$ cat src/sapc_pkg.sv
// shared constants, codes and control types for the syn/arp packet classifier
`timescale 1ns / 1ps
package sapc_pkg;

  // unique-source set geometry
  localparam int SET_DEPTH  = 64;
  localparam int SET_ADDR_W = (SET_DEPTH > 1) ? $clog2(SET_DEPTH) : 1;
  localparam int COUNT_W    = $clog2(SET_DEPTH + 1);
  localparam logic [COUNT_W-1:0] DEPTH_COUNT = COUNT_W'(SET_DEPTH);

  // frame byte position
  localparam int OFFSET_W = 11;
  localparam logic [OFFSET_W-1:0] OFFSET_MAX = 11'd2047;

  // header field values
  localparam logic [15:0] TYPE_ARP  = 16'h0806;
  localparam logic [15:0] TYPE_IPV4 = 16'h0800;
  localparam logic [15:0] OP_REPLY  = 16'd2;
  localparam logic [7:0]  PROTO_TCP = 8'd6;
  localparam logic [15:0] WATCHED_PORT_RESET = 16'd80;

  // packet class codes
  localparam logic [2:0] CLS_OTHER = 3'd0;
  localparam logic [2:0] CLS_ARP   = 3'd1;
  localparam logic [2:0] CLS_SYN   = 3'd2;
  localparam logic [2:0] CLS_HTTP  = 3'd3;
  localparam logic [2:0] CLS_TCP   = 3'd4;

  typedef struct packed {
    logic take;         // byte channel ready
    logic search_step;  // walk the source set one entry
    logic emit;         // load result, update counters and set, clear frame
  } sapc_cmd_t;

  typedef struct packed {
    logic last_taken;   // final byte of a frame accepted this cycle
    logic is_syn;       // frame held in the capture registers is a pure syn
    logic search_done;  // set walk finished (hit or end of stored entries)
    logic out_free;     // result register can take a new result
  } sapc_status_t;

endpackage

$ cat src/sapc_if.sv
// byte and result channel interfaces
`timescale 1ns / 1ps
interface sapc_byte_if;
  logic       valid;
  logic       ready;
  logic [7:0] data_byte;
  logic       last_byte;

  modport source (output valid, data_byte, last_byte, input ready);
  modport sink   (input valid, data_byte, last_byte, output ready);
endinterface

interface sapc_result_if;
  logic        valid;
  logic        ready;
  logic [2:0]  packet_class;
  logic        new_source;
  logic        set_full;
  logic        truncated;
  logic [31:0] arp_reply_count;
  logic [31:0] syn_count;
  logic [6:0]  unique_source_count;

  modport source (output valid, packet_class, new_source, set_full, truncated,
                  arp_reply_count, syn_count, unique_source_count, input ready);
  modport sink   (input valid, packet_class, new_source, set_full, truncated,
                  arp_reply_count, syn_count, unique_source_count, output ready);
endinterface

$ cat src/syn_arp_packet_classifier_core.sv
// top level of the syn/arp packet classifier
`timescale 1ns / 1ps
// Frame bytes enter on the frame channel (valid/ready), one byte per cycle,
// from the first destination MAC byte; last_byte marks the end of a frame.
// Each frame yields one request on the result channel: its class, the
// truncation flag, the source-set flags and the ARP reply, SYN and
// unique-source counts after that frame.
// Sequence: after the last byte is taken a non-SYN frame passes the check
// and emit states before its result is registered; a pure SYN walks the
// source set one entry a cycle between them, stopping early on a match.
// Throughput: one byte per cycle within a frame; after the last byte the
// frame channel drops ready until the result is in the output register.
// The result register holds one request; the next frame's bytes are taken
// while it waits, but its own result waits for the receiver.
// Reset (rst, synchronous) clears the counters, the capture state and the
// output register and sets the watched port to 80; the set needs no clear.
// cfg_we / cfg_wdata write the watched port; write it only while idle.
module syn_arp_packet_classifier_core (
  input  logic          clk,
  input  logic          rst,
  input  logic          cfg_we,
  input  logic [15:0]   cfg_wdata,
  sapc_byte_if.sink     frame,
  sapc_result_if.source result
);
  import sapc_pkg::*;

  sapc_cmd_t    cmd;
  sapc_status_t status;

  sapc_ctrl u_ctrl (
    .clk    (clk),
    .rst    (rst),
    .status (status),
    .cmd    (cmd)
  );

  sapc_datapath u_datapath (
    .clk       (clk),
    .rst       (rst),
    .cfg_we    (cfg_we),
    .cfg_wdata (cfg_wdata),
    .cmd       (cmd),
    .status    (status),
    .frame     (frame),
    .result    (result)
  );

endmodule

$ cat src/sapc_ctrl.sv
// frame sequencer: capture, classify, set search and result hand-off
`timescale 1ns / 1ps
module sapc_ctrl (
  input  logic                  clk,
  input  logic                  rst,
  input  sapc_pkg::sapc_status_t status,
  output sapc_pkg::sapc_cmd_t    cmd
);
  import sapc_pkg::*;

  localparam logic [1:0] ST_CAPTURE = 2'd0;
  localparam logic [1:0] ST_CHECK   = 2'd1;
  localparam logic [1:0] ST_SEARCH  = 2'd2;
  localparam logic [1:0] ST_EMIT    = 2'd3;

  logic [1:0] state;
  logic [1:0] state_next;

  always_comb begin
    state_next = state;
    unique case (state)
      ST_CAPTURE: if (status.last_taken) state_next = ST_CHECK;
      ST_CHECK: begin
        if (status.is_syn) state_next = ST_SEARCH;
        else state_next = ST_EMIT;
      end
      ST_SEARCH: if (status.search_done) state_next = ST_EMIT;
      ST_EMIT: if (status.out_free) state_next = ST_CAPTURE;
      default: state_next = ST_CAPTURE;
    endcase
  end

  always_ff @(posedge clk) begin
    if (rst) begin
      state <= ST_CAPTURE;
    end else begin
      state <= state_next;
    end
  end

  assign cmd.take        = (state == ST_CAPTURE);
  assign cmd.search_step = (state == ST_SEARCH);
  assign cmd.emit        = (state == ST_EMIT) && status.out_free;

endmodule

$ cat src/sapc_datapath.sv
// header capture, classification, counters, source set and result register
`timescale 1ns / 1ps
module sapc_datapath (
  input  logic                clk,
  input  logic                rst,
  input  logic                cfg_we,
  input  logic [15:0]         cfg_wdata,
  input  sapc_pkg::sapc_cmd_t cmd,
  output sapc_pkg::sapc_status_t status,
  sapc_byte_if.sink           frame,
  sapc_result_if.source       result
);
  import sapc_pkg::*;

  logic [15:0]         watched_port;
  logic [OFFSET_W-1:0] byte_offset;
  logic [15:0]         frame_type;
  logic [15:0]         arp_opcode;
  logic [3:0]          ip_header_words;
  logic [7:0]          ip_protocol;
  logic [31:0]         source_address;
  logic [15:0]         tcp_destination;
  logic [5:0]          tcp_flag_bits;
  logic [31:0]         arp_total;
  logic [31:0]         syn_total;
  logic [COUNT_W-1:0]  unique_total;

  logic [31:0]         source_set [SET_DEPTH];
  logic [COUNT_W-1:0]  search_idx;
  logic [31:0]         rd_data;
  logic                rd_valid;
  logic                found;
  logic                hit_now;

  logic                take_byte;
  logic [OFFSET_W-1:0] tcp_base;
  logic [OFFSET_W-1:0] tcp_need;

  logic [2:0]          cls;
  logic                trunc;
  logic                syn;
  logic                store_new;
  logic                store_full;
  logic [31:0]         arp_next;
  logic [31:0]         syn_next;
  logic [COUNT_W-1:0]  unique_next;

  assign frame.ready = cmd.take;
  assign take_byte   = frame.valid && cmd.take;

  // tcp header start follows the captured ihl, which may be below five
  assign tcp_base = OFFSET_W'(14) + OFFSET_W'({ip_header_words, 2'b00});
  assign tcp_need = OFFSET_W'(28) + OFFSET_W'({ip_header_words, 2'b00});

  // byte_offset saturates at 2047, so it stands for the frame length here
  always_comb begin
    cls   = CLS_OTHER;
    trunc = 1'b0;
    syn   = 1'b0;
    if (byte_offset < OFFSET_W'(14)) begin
      trunc = 1'b1;
    end else if (frame_type == TYPE_ARP) begin
      if (byte_offset < OFFSET_W'(22)) trunc = 1'b1;
      else if (arp_opcode == OP_REPLY) cls = CLS_ARP;
    end else if (frame_type == TYPE_IPV4) begin
      if (byte_offset < OFFSET_W'(24)) begin
        trunc = 1'b1;
      end else if (ip_protocol == PROTO_TCP) begin
        if (byte_offset < tcp_need || byte_offset < OFFSET_W'(30)) begin
          trunc = 1'b1;
        end else if ((tcp_flag_bits & 6'h3D) == 6'h00 && tcp_flag_bits[1]) begin
          cls = CLS_SYN;
          syn = 1'b1;
        end else if (tcp_destination == watched_port) begin
          cls = CLS_HTTP;
        end else begin
          cls = CLS_TCP;
        end
      end
    end
  end

  assign hit_now    = rd_valid && (rd_data == source_address);
  assign store_new  = syn && !found && (unique_total < DEPTH_COUNT);
  assign store_full = syn && !found && !(unique_total < DEPTH_COUNT);

  assign arp_next    = (cls == CLS_ARP && arp_total != 32'hFFFF_FFFF) ? arp_total + 32'd1
                                                                       : arp_total;
  assign syn_next    = (syn && syn_total != 32'hFFFF_FFFF) ? syn_total + 32'd1 : syn_total;
  assign unique_next = store_new ? unique_total + COUNT_W'(1) : unique_total;

  assign status.last_taken  = take_byte && frame.last_byte;
  assign status.is_syn      = syn;
  assign status.search_done = hit_now || (!rd_valid && !(search_idx < unique_total));
  assign status.out_free    = !result.valid || result.ready;

  // config register
  always_ff @(posedge clk) begin
    if (rst) begin
      watched_port <= WATCHED_PORT_RESET;
    end else if (cfg_we) begin
      watched_port <= cfg_wdata;
    end
  end

  // header capture at fixed and ihl-relative offsets
  always_ff @(posedge clk) begin
    if (rst || cmd.emit) begin
      byte_offset     <= '0;
      frame_type      <= '0;
      arp_opcode      <= '0;
      ip_header_words <= '0;
      ip_protocol     <= '0;
      source_address  <= '0;
      tcp_destination <= '0;
      tcp_flag_bits   <= '0;
    end else if (take_byte) begin
      if (byte_offset < OFFSET_MAX) byte_offset <= byte_offset + OFFSET_W'(1);
      if (byte_offset == OFFSET_W'(12)) frame_type[15:8] <= frame.data_byte;
      if (byte_offset == OFFSET_W'(13)) frame_type[7:0] <= frame.data_byte;
      if (byte_offset == OFFSET_W'(14)) ip_header_words <= frame.data_byte[3:0];
      if (byte_offset == OFFSET_W'(20)) arp_opcode[15:8] <= frame.data_byte;
      if (byte_offset == OFFSET_W'(21)) arp_opcode[7:0] <= frame.data_byte;
      if (byte_offset == OFFSET_W'(23)) ip_protocol <= frame.data_byte;
      if (byte_offset == OFFSET_W'(26)) source_address[31:24] <= frame.data_byte;
      if (byte_offset == OFFSET_W'(27)) source_address[23:16] <= frame.data_byte;
      if (byte_offset == OFFSET_W'(28)) source_address[15:8] <= frame.data_byte;
      if (byte_offset == OFFSET_W'(29)) source_address[7:0] <= frame.data_byte;
      if (byte_offset > OFFSET_W'(14)) begin
        if (byte_offset == tcp_base + OFFSET_W'(2)) tcp_destination[15:8] <= frame.data_byte;
        if (byte_offset == tcp_base + OFFSET_W'(3)) tcp_destination[7:0] <= frame.data_byte;
        if (byte_offset == tcp_base + OFFSET_W'(13)) tcp_flag_bits <= frame.data_byte[5:0];
      end
    end
  end

  // source set memory: one read per cycle during the walk, one write at emit
  always_ff @(posedge clk) begin
    if (cmd.search_step && search_idx < unique_total) begin
      rd_data <= source_set[search_idx[SET_ADDR_W-1:0]];
    end
    if (cmd.emit && store_new) begin
      source_set[unique_total[SET_ADDR_W-1:0]] <= source_address;
    end
  end

  always_ff @(posedge clk) begin
    if (rst || cmd.emit) begin
      search_idx <= '0;
      rd_valid   <= 1'b0;
      found      <= 1'b0;
    end else if (cmd.search_step) begin
      if (hit_now) found <= 1'b1;
      if (search_idx < unique_total) begin
        rd_valid   <= 1'b1;
        search_idx <= search_idx + COUNT_W'(1);
      end else begin
        rd_valid <= 1'b0;
      end
    end
  end

  // counters
  always_ff @(posedge clk) begin
    if (rst) begin
      arp_total    <= '0;
      syn_total    <= '0;
      unique_total <= '0;
    end else if (cmd.emit) begin
      arp_total    <= arp_next;
      syn_total    <= syn_next;
      unique_total <= unique_next;
    end
  end

  // result register
  always_ff @(posedge clk) begin
    if (rst) begin
      result.valid <= 1'b0;
    end else if (cmd.emit) begin
      result.valid <= 1'b1;
    end else if (result.ready) begin
      result.valid <= 1'b0;
    end
  end

  always_ff @(posedge clk) begin
    if (cmd.emit) begin
      result.packet_class        <= cls;
      result.new_source          <= store_new;
      result.set_full            <= store_full;
      result.truncated           <= trunc;
      result.arp_reply_count     <= arp_next;
      result.syn_count           <= syn_next;
      result.unique_source_count <= 7'(unique_next);
    end
  end

endmodule

$ cat src/flat_wrapper.sv
// flat-port wrapper written by rule: the top's interface ports become plain ports
module syn_arp_packet_classifier_core_flat import sapc_pkg::*;
  (clk, rst, cfg_we, cfg_wdata, frame_valid, frame_data_byte, frame_last_byte, frame_ready, result_valid, result_packet_class, result_new_source, result_set_full, result_truncated, result_arp_reply_count, result_syn_count, result_unique_source_count, result_ready);
  sapc_byte_if frame_i ();
  sapc_result_if result_i ();
  input  logic clk;
  input  logic rst;
  input  logic cfg_we;
  input  logic [15:0] cfg_wdata;
  input wire logic [$bits(frame_i.valid)-1:0] frame_valid;
  input wire logic [$bits(frame_i.data_byte)-1:0] frame_data_byte;
  input wire logic [$bits(frame_i.last_byte)-1:0] frame_last_byte;
  output wire logic [$bits(frame_i.ready)-1:0] frame_ready;
  output wire logic [$bits(result_i.valid)-1:0] result_valid;
  output wire logic [$bits(result_i.packet_class)-1:0] result_packet_class;
  output wire logic [$bits(result_i.new_source)-1:0] result_new_source;
  output wire logic [$bits(result_i.set_full)-1:0] result_set_full;
  output wire logic [$bits(result_i.truncated)-1:0] result_truncated;
  output wire logic [$bits(result_i.arp_reply_count)-1:0] result_arp_reply_count;
  output wire logic [$bits(result_i.syn_count)-1:0] result_syn_count;
  output wire logic [$bits(result_i.unique_source_count)-1:0] result_unique_source_count;
  input wire logic [$bits(result_i.ready)-1:0] result_ready;
  assign frame_i.valid = frame_valid;
  assign frame_i.data_byte = frame_data_byte;
  assign frame_i.last_byte = frame_last_byte;
  assign frame_ready = frame_i.ready;
  assign result_valid = result_i.valid;
  assign result_packet_class = result_i.packet_class;
  assign result_new_source = result_i.new_source;
  assign result_set_full = result_i.set_full;
  assign result_truncated = result_i.truncated;
  assign result_arp_reply_count = result_i.arp_reply_count;
  assign result_syn_count = result_i.syn_count;
  assign result_unique_source_count = result_i.unique_source_count;
  assign result_i.ready = result_ready;
  syn_arp_packet_classifier_core u_core (.clk(clk), .rst(rst), .cfg_we(cfg_we), .cfg_wdata(cfg_wdata), .frame(frame_i), .result(result_i));
endmodule
$ cat config.mk
export PLATFORM = sky130hd
export DESIGN_NAME = syn_arp_packet_classifier_core_flat
export DESIGN_NICKNAME = d
export VERILOG_FILES = /design/src/sapc_pkg.sv /design/src/sapc_if.sv /design/src/syn_arp_packet_classifier_core.sv /design/src/sapc_ctrl.sv /design/src/sapc_datapath.sv /design/src/flat_wrapper.sv
export SDC_FILE = /design/constraint.sdc
export NUM_CORES = 2
export LEC_CHECK = 0
export BUFFER_PORTS_ARGS = -buffer_cell sky130_fd_sc_hd__buf_2
export CAP_MARGIN = 20
export CELL_PAD_IN_SITES_DETAIL_PLACEMENT = 1
export CELL_PAD_IN_SITES_GLOBAL_PLACEMENT = 2
export CORE_MARGIN = 4
export CORE_UTILIZATION = 30
export CTS_CLUSTER_DIAMETER = 40
export CTS_CLUSTER_SIZE = 20
export DETAILED_ROUTE_END_ITERATION = 7
export PLACE_DENSITY = 0.48
export SLEW_MARGIN = 20
export SYNTH_ARGS = -nofsm -noshare
export SYNTH_HDL_FRONTEND = slang
export SYNTH_SLANG_ARGS = --single-unit
$ cat constraint.sdc
create_clock -name clk -period 11.3 [get_ports clk]
set_input_delay 1.13 -clock clk [delete_from_list [all_inputs] [get_ports clk]]
set_output_delay 1.13 -clock clk [all_outputs]
set_load 0.005 [all_outputs]
==> results.cfg <==
[clock_network]
cts_setup_buffers = 0
clock_sinks = 2365
cts_made_buffers = 425
htreeDepth = 5
cts_tree = built
cts.repair.resized = 0
clk_pin_slew_ns = 0.05
ctsLongestPathBuffers = 4
root_buffer = clkbuf_16
insertion_delay_ns = 0.94
cts_hold_buffers = 0

[timing]
layout_min_cycle_time_ns = 4.88
slew_viol_final = 0
skew_ns = 0.0760
rsz0062_at_grt = false
setup_viol = 0
setup_tns_ns = 0
worst_slew_pin_slew_ns = 1.12
fmax_mhz = 205
hold_viol = 0
max-slew-margin-rel_pct = 25.6
min_period_over_period_pct = 43.2
fin_ws_ns = 6.42

[power]
p_per_area_mw_per_mm2 = 198
max-vdd-ir-drop_uv = 129
p_leak_nw = 35.5
power_mw = 22.6

[routing]
drt-total-wl_um = 288000
wl_per_cell_um = 30.5
via_per_inst = 5.02
antenna_left = 0
drt_iter0_markers = 4559
drc_errors = 0
dr.pass1.iters = 5
dr_total_vias = 47427

[global_route]
grt_pass1_vias = 48827
antenna_found_initial = 52
grt_max_degree = 105
grt_pass1_wl_um = 401000
grt.total_usage_pct = 17.9
grt-ovfl-total = 0

[synth]
synthFlopType = edfxtp_1
ys_warn_count = 0
synth_seq_cells = 2365
syn_area_mm2 = 0.0924
yosys-top-cells-count = 2157 x edfxtp_1, 672 x mux4_2, 208 x dfxtp_1
seq_area_frac_synth_pct = 74.6
netlist_top_cells_area = edfxtp_1 70%, mux4_2 16%, dfxtp_1 4.5%, nand2_1 0.84%, nor2_1 0.82%
synth_edf_count = 2157
synth.most_common_cell = edfxtp_1
syn_nets = 4565
yosysTopAreaCellShare_pct = 70.1
ys_async_sr_fraction_pct = 0
yosysUniqueCellTypes = 73
yosys.area.top_type = edfxtp_1
synth_cells = 4510
syn_avg_cell_area_um2 = 20.5

[setup_path]
cp.arrival_ns = 5.37
worstPathRequired_ns = 11.79
path_max_fanout = 32
start_kind = flip-flop
crit_path_end_kind = flip-flop
critPathKind = flip-flop to flip-flop

[die]
core_mm2 = 0.306
die_h_um = 563
die_w_um = 563
dieArea_mm2 = 0.317
start_util_pct = 30.2
num_rows = 203
ios = 109

[layout]
area_delta_synth_final_pct = 23.8
nets = 5014
fin_util_pct = 37.3
drive_above_1_share_pct = 33.6

[placed_design]
dp.final_hpwl_um = 179000
pre_cts_ws_ns = 6.36
port_buffers = 108
gp_congestion = 0.776

[min_path]
hold_class = input pin to flip-flop

[outcome]
status = finished clean

[job]
maxCapViolCount = 0
## power by group
part	total [mW]	internal (mW)	switching (mW)
registers	9.46	9.44	0.0171
clock network	13.0	8.34	4.63
logic	0.189	0.0521	0.137
## area by class of cell
cell class              instances  area (um^2)
clock inverters               323         3850
repair buffers                266         2470
inverters                      34          130
diodes                         18         45.0
clock buffers                 466        10900
multi-input cells            1867        22900
flip-flops and latches       2365        69000
well taps                    4100         5130
fillers                     29466       192000
## kinds of logic after synthesis
kind of cell | synth area share, %
flops | 74.6
mux | 16.9
xor+xnor | 1.48
fa+ha+maj | 0.338
buf+inv | 1.22
simple gates | 3.95
compound gates | 1.53
## registers in the layout, summed over array words and instances (netlist names), 32 cells and up
register	count
u_core.u_datapath.source_address	32
u_core.u_datapath.result.syn_count	32
u_core.u_datapath.result.arp_reply_count	32
u_core.u_datapath.syn_total	32
u_core.u_datapath.rd_data	32
u_core.u_datapath.source_set	2048
u_core.u_datapath.arp_total	32
## worst paths after layout
check | cells after the start | slack (ns) | end | from
worst min register to register | 2 | 0.45 | u_core.u_datapath.arp_opcode[1]$_SDFFE_PP0P_ | u_core.u_datapath.arp_opcode[1]$_SDFFE_PP0P_
worst max-delay path | 11 | 6.42 | u_core.u_datapath.source_set[11][23]$_DFFE_PP_ | u_core.u_datapath.ip_header_words[0]$_SDFFE_PP0P_
worst max register to register | 11 | 6.42 | u_core.u_datapath.source_set[11][23]$_DFFE_PP_ | u_core.u_datapath.ip_header_words[0]$_SDFFE_PP0P_
worst min-delay path | 2 | 0.44 | u_core.u_datapath.watched_port[6]$_SDFFE_PP1P_ | cfg_wdata[6]
## layer usage
| metal | routed length [um] | track usage, % |
|---|---|---|
| met1 | 135000 | 27.2 |
| met2 | 129000 | 26.8 |
| met3 | 16600 | 2.74 |
| met4 | 6890 | 4.66 |
| met5 | 13 | 0 |
## worst max-delay path, stage by stage, from the launching register on
cell and delay, ns:
dfxtp_1 0.56, inv_1 0.14, ha_1 0.29, xor2_1 0.36, inv_1 0.13, ha_1 0.29, o2111ai_1 0.16, a32o_1 0.33
nor4_4 0.28, buf_4 0.29, nand3_4 0.51, nor2_4 1.05
## layout by cell type, fill, tap and decap left out, types with 25 or more instances in the layout
| cell type | count |
|---|---|
| nor2_1 | 137 |
| clkinvlp_4 | 51 |
| clkinv_1 | 43 |
| bufinv_16 | 57 |
| nor2_4 | 65 |
| mux2i_1 | 46 |
| buf_4 | 108 |
| edfxtp_1 | 2157 |
| mux4_2 | 672 |
| nand3_1 | 86 |
| xor2_1 | 73 |
| xnor2_1 | 83 |
| a21oi_1 | 115 |
| clkinv_4 | 37 |
| buf_12 | 37 |
| ha_1 | 25 |
| dfxtp_1 | 170 |
| inv_1 | 33 |
| o21ai_0 | 53 |
| clkbuf_1 | 33 |
| nor3_1 | 30 |
| nand4_1 | 48 |
| nand2_1 | 207 |
| dfxtp_2 | 33 |
| clkinv_2 | 67 |
| buf_2 | 107 |
| inv_6 | 40 |
| or3_1 | 42 |
| clkbuf_16 | 428 |
## per-stage QoR
| step | hold WS (ns) | cell area [um^2] | cells |
|---|---|---|---|
| global route | 0.388 | 114000 | 9425 |
| finish | 0.445 | 114000 | 9439 |
| detailed placement | 0.448 | 99300 | 8616 |
| global placement | 0.437 | 98600 | 8588 |
| floorplan | 0.427 | 92400 | 4510 |
| CTS | 0.339 | 114000 | 9405 |
(Power assumes the default switching activity.)
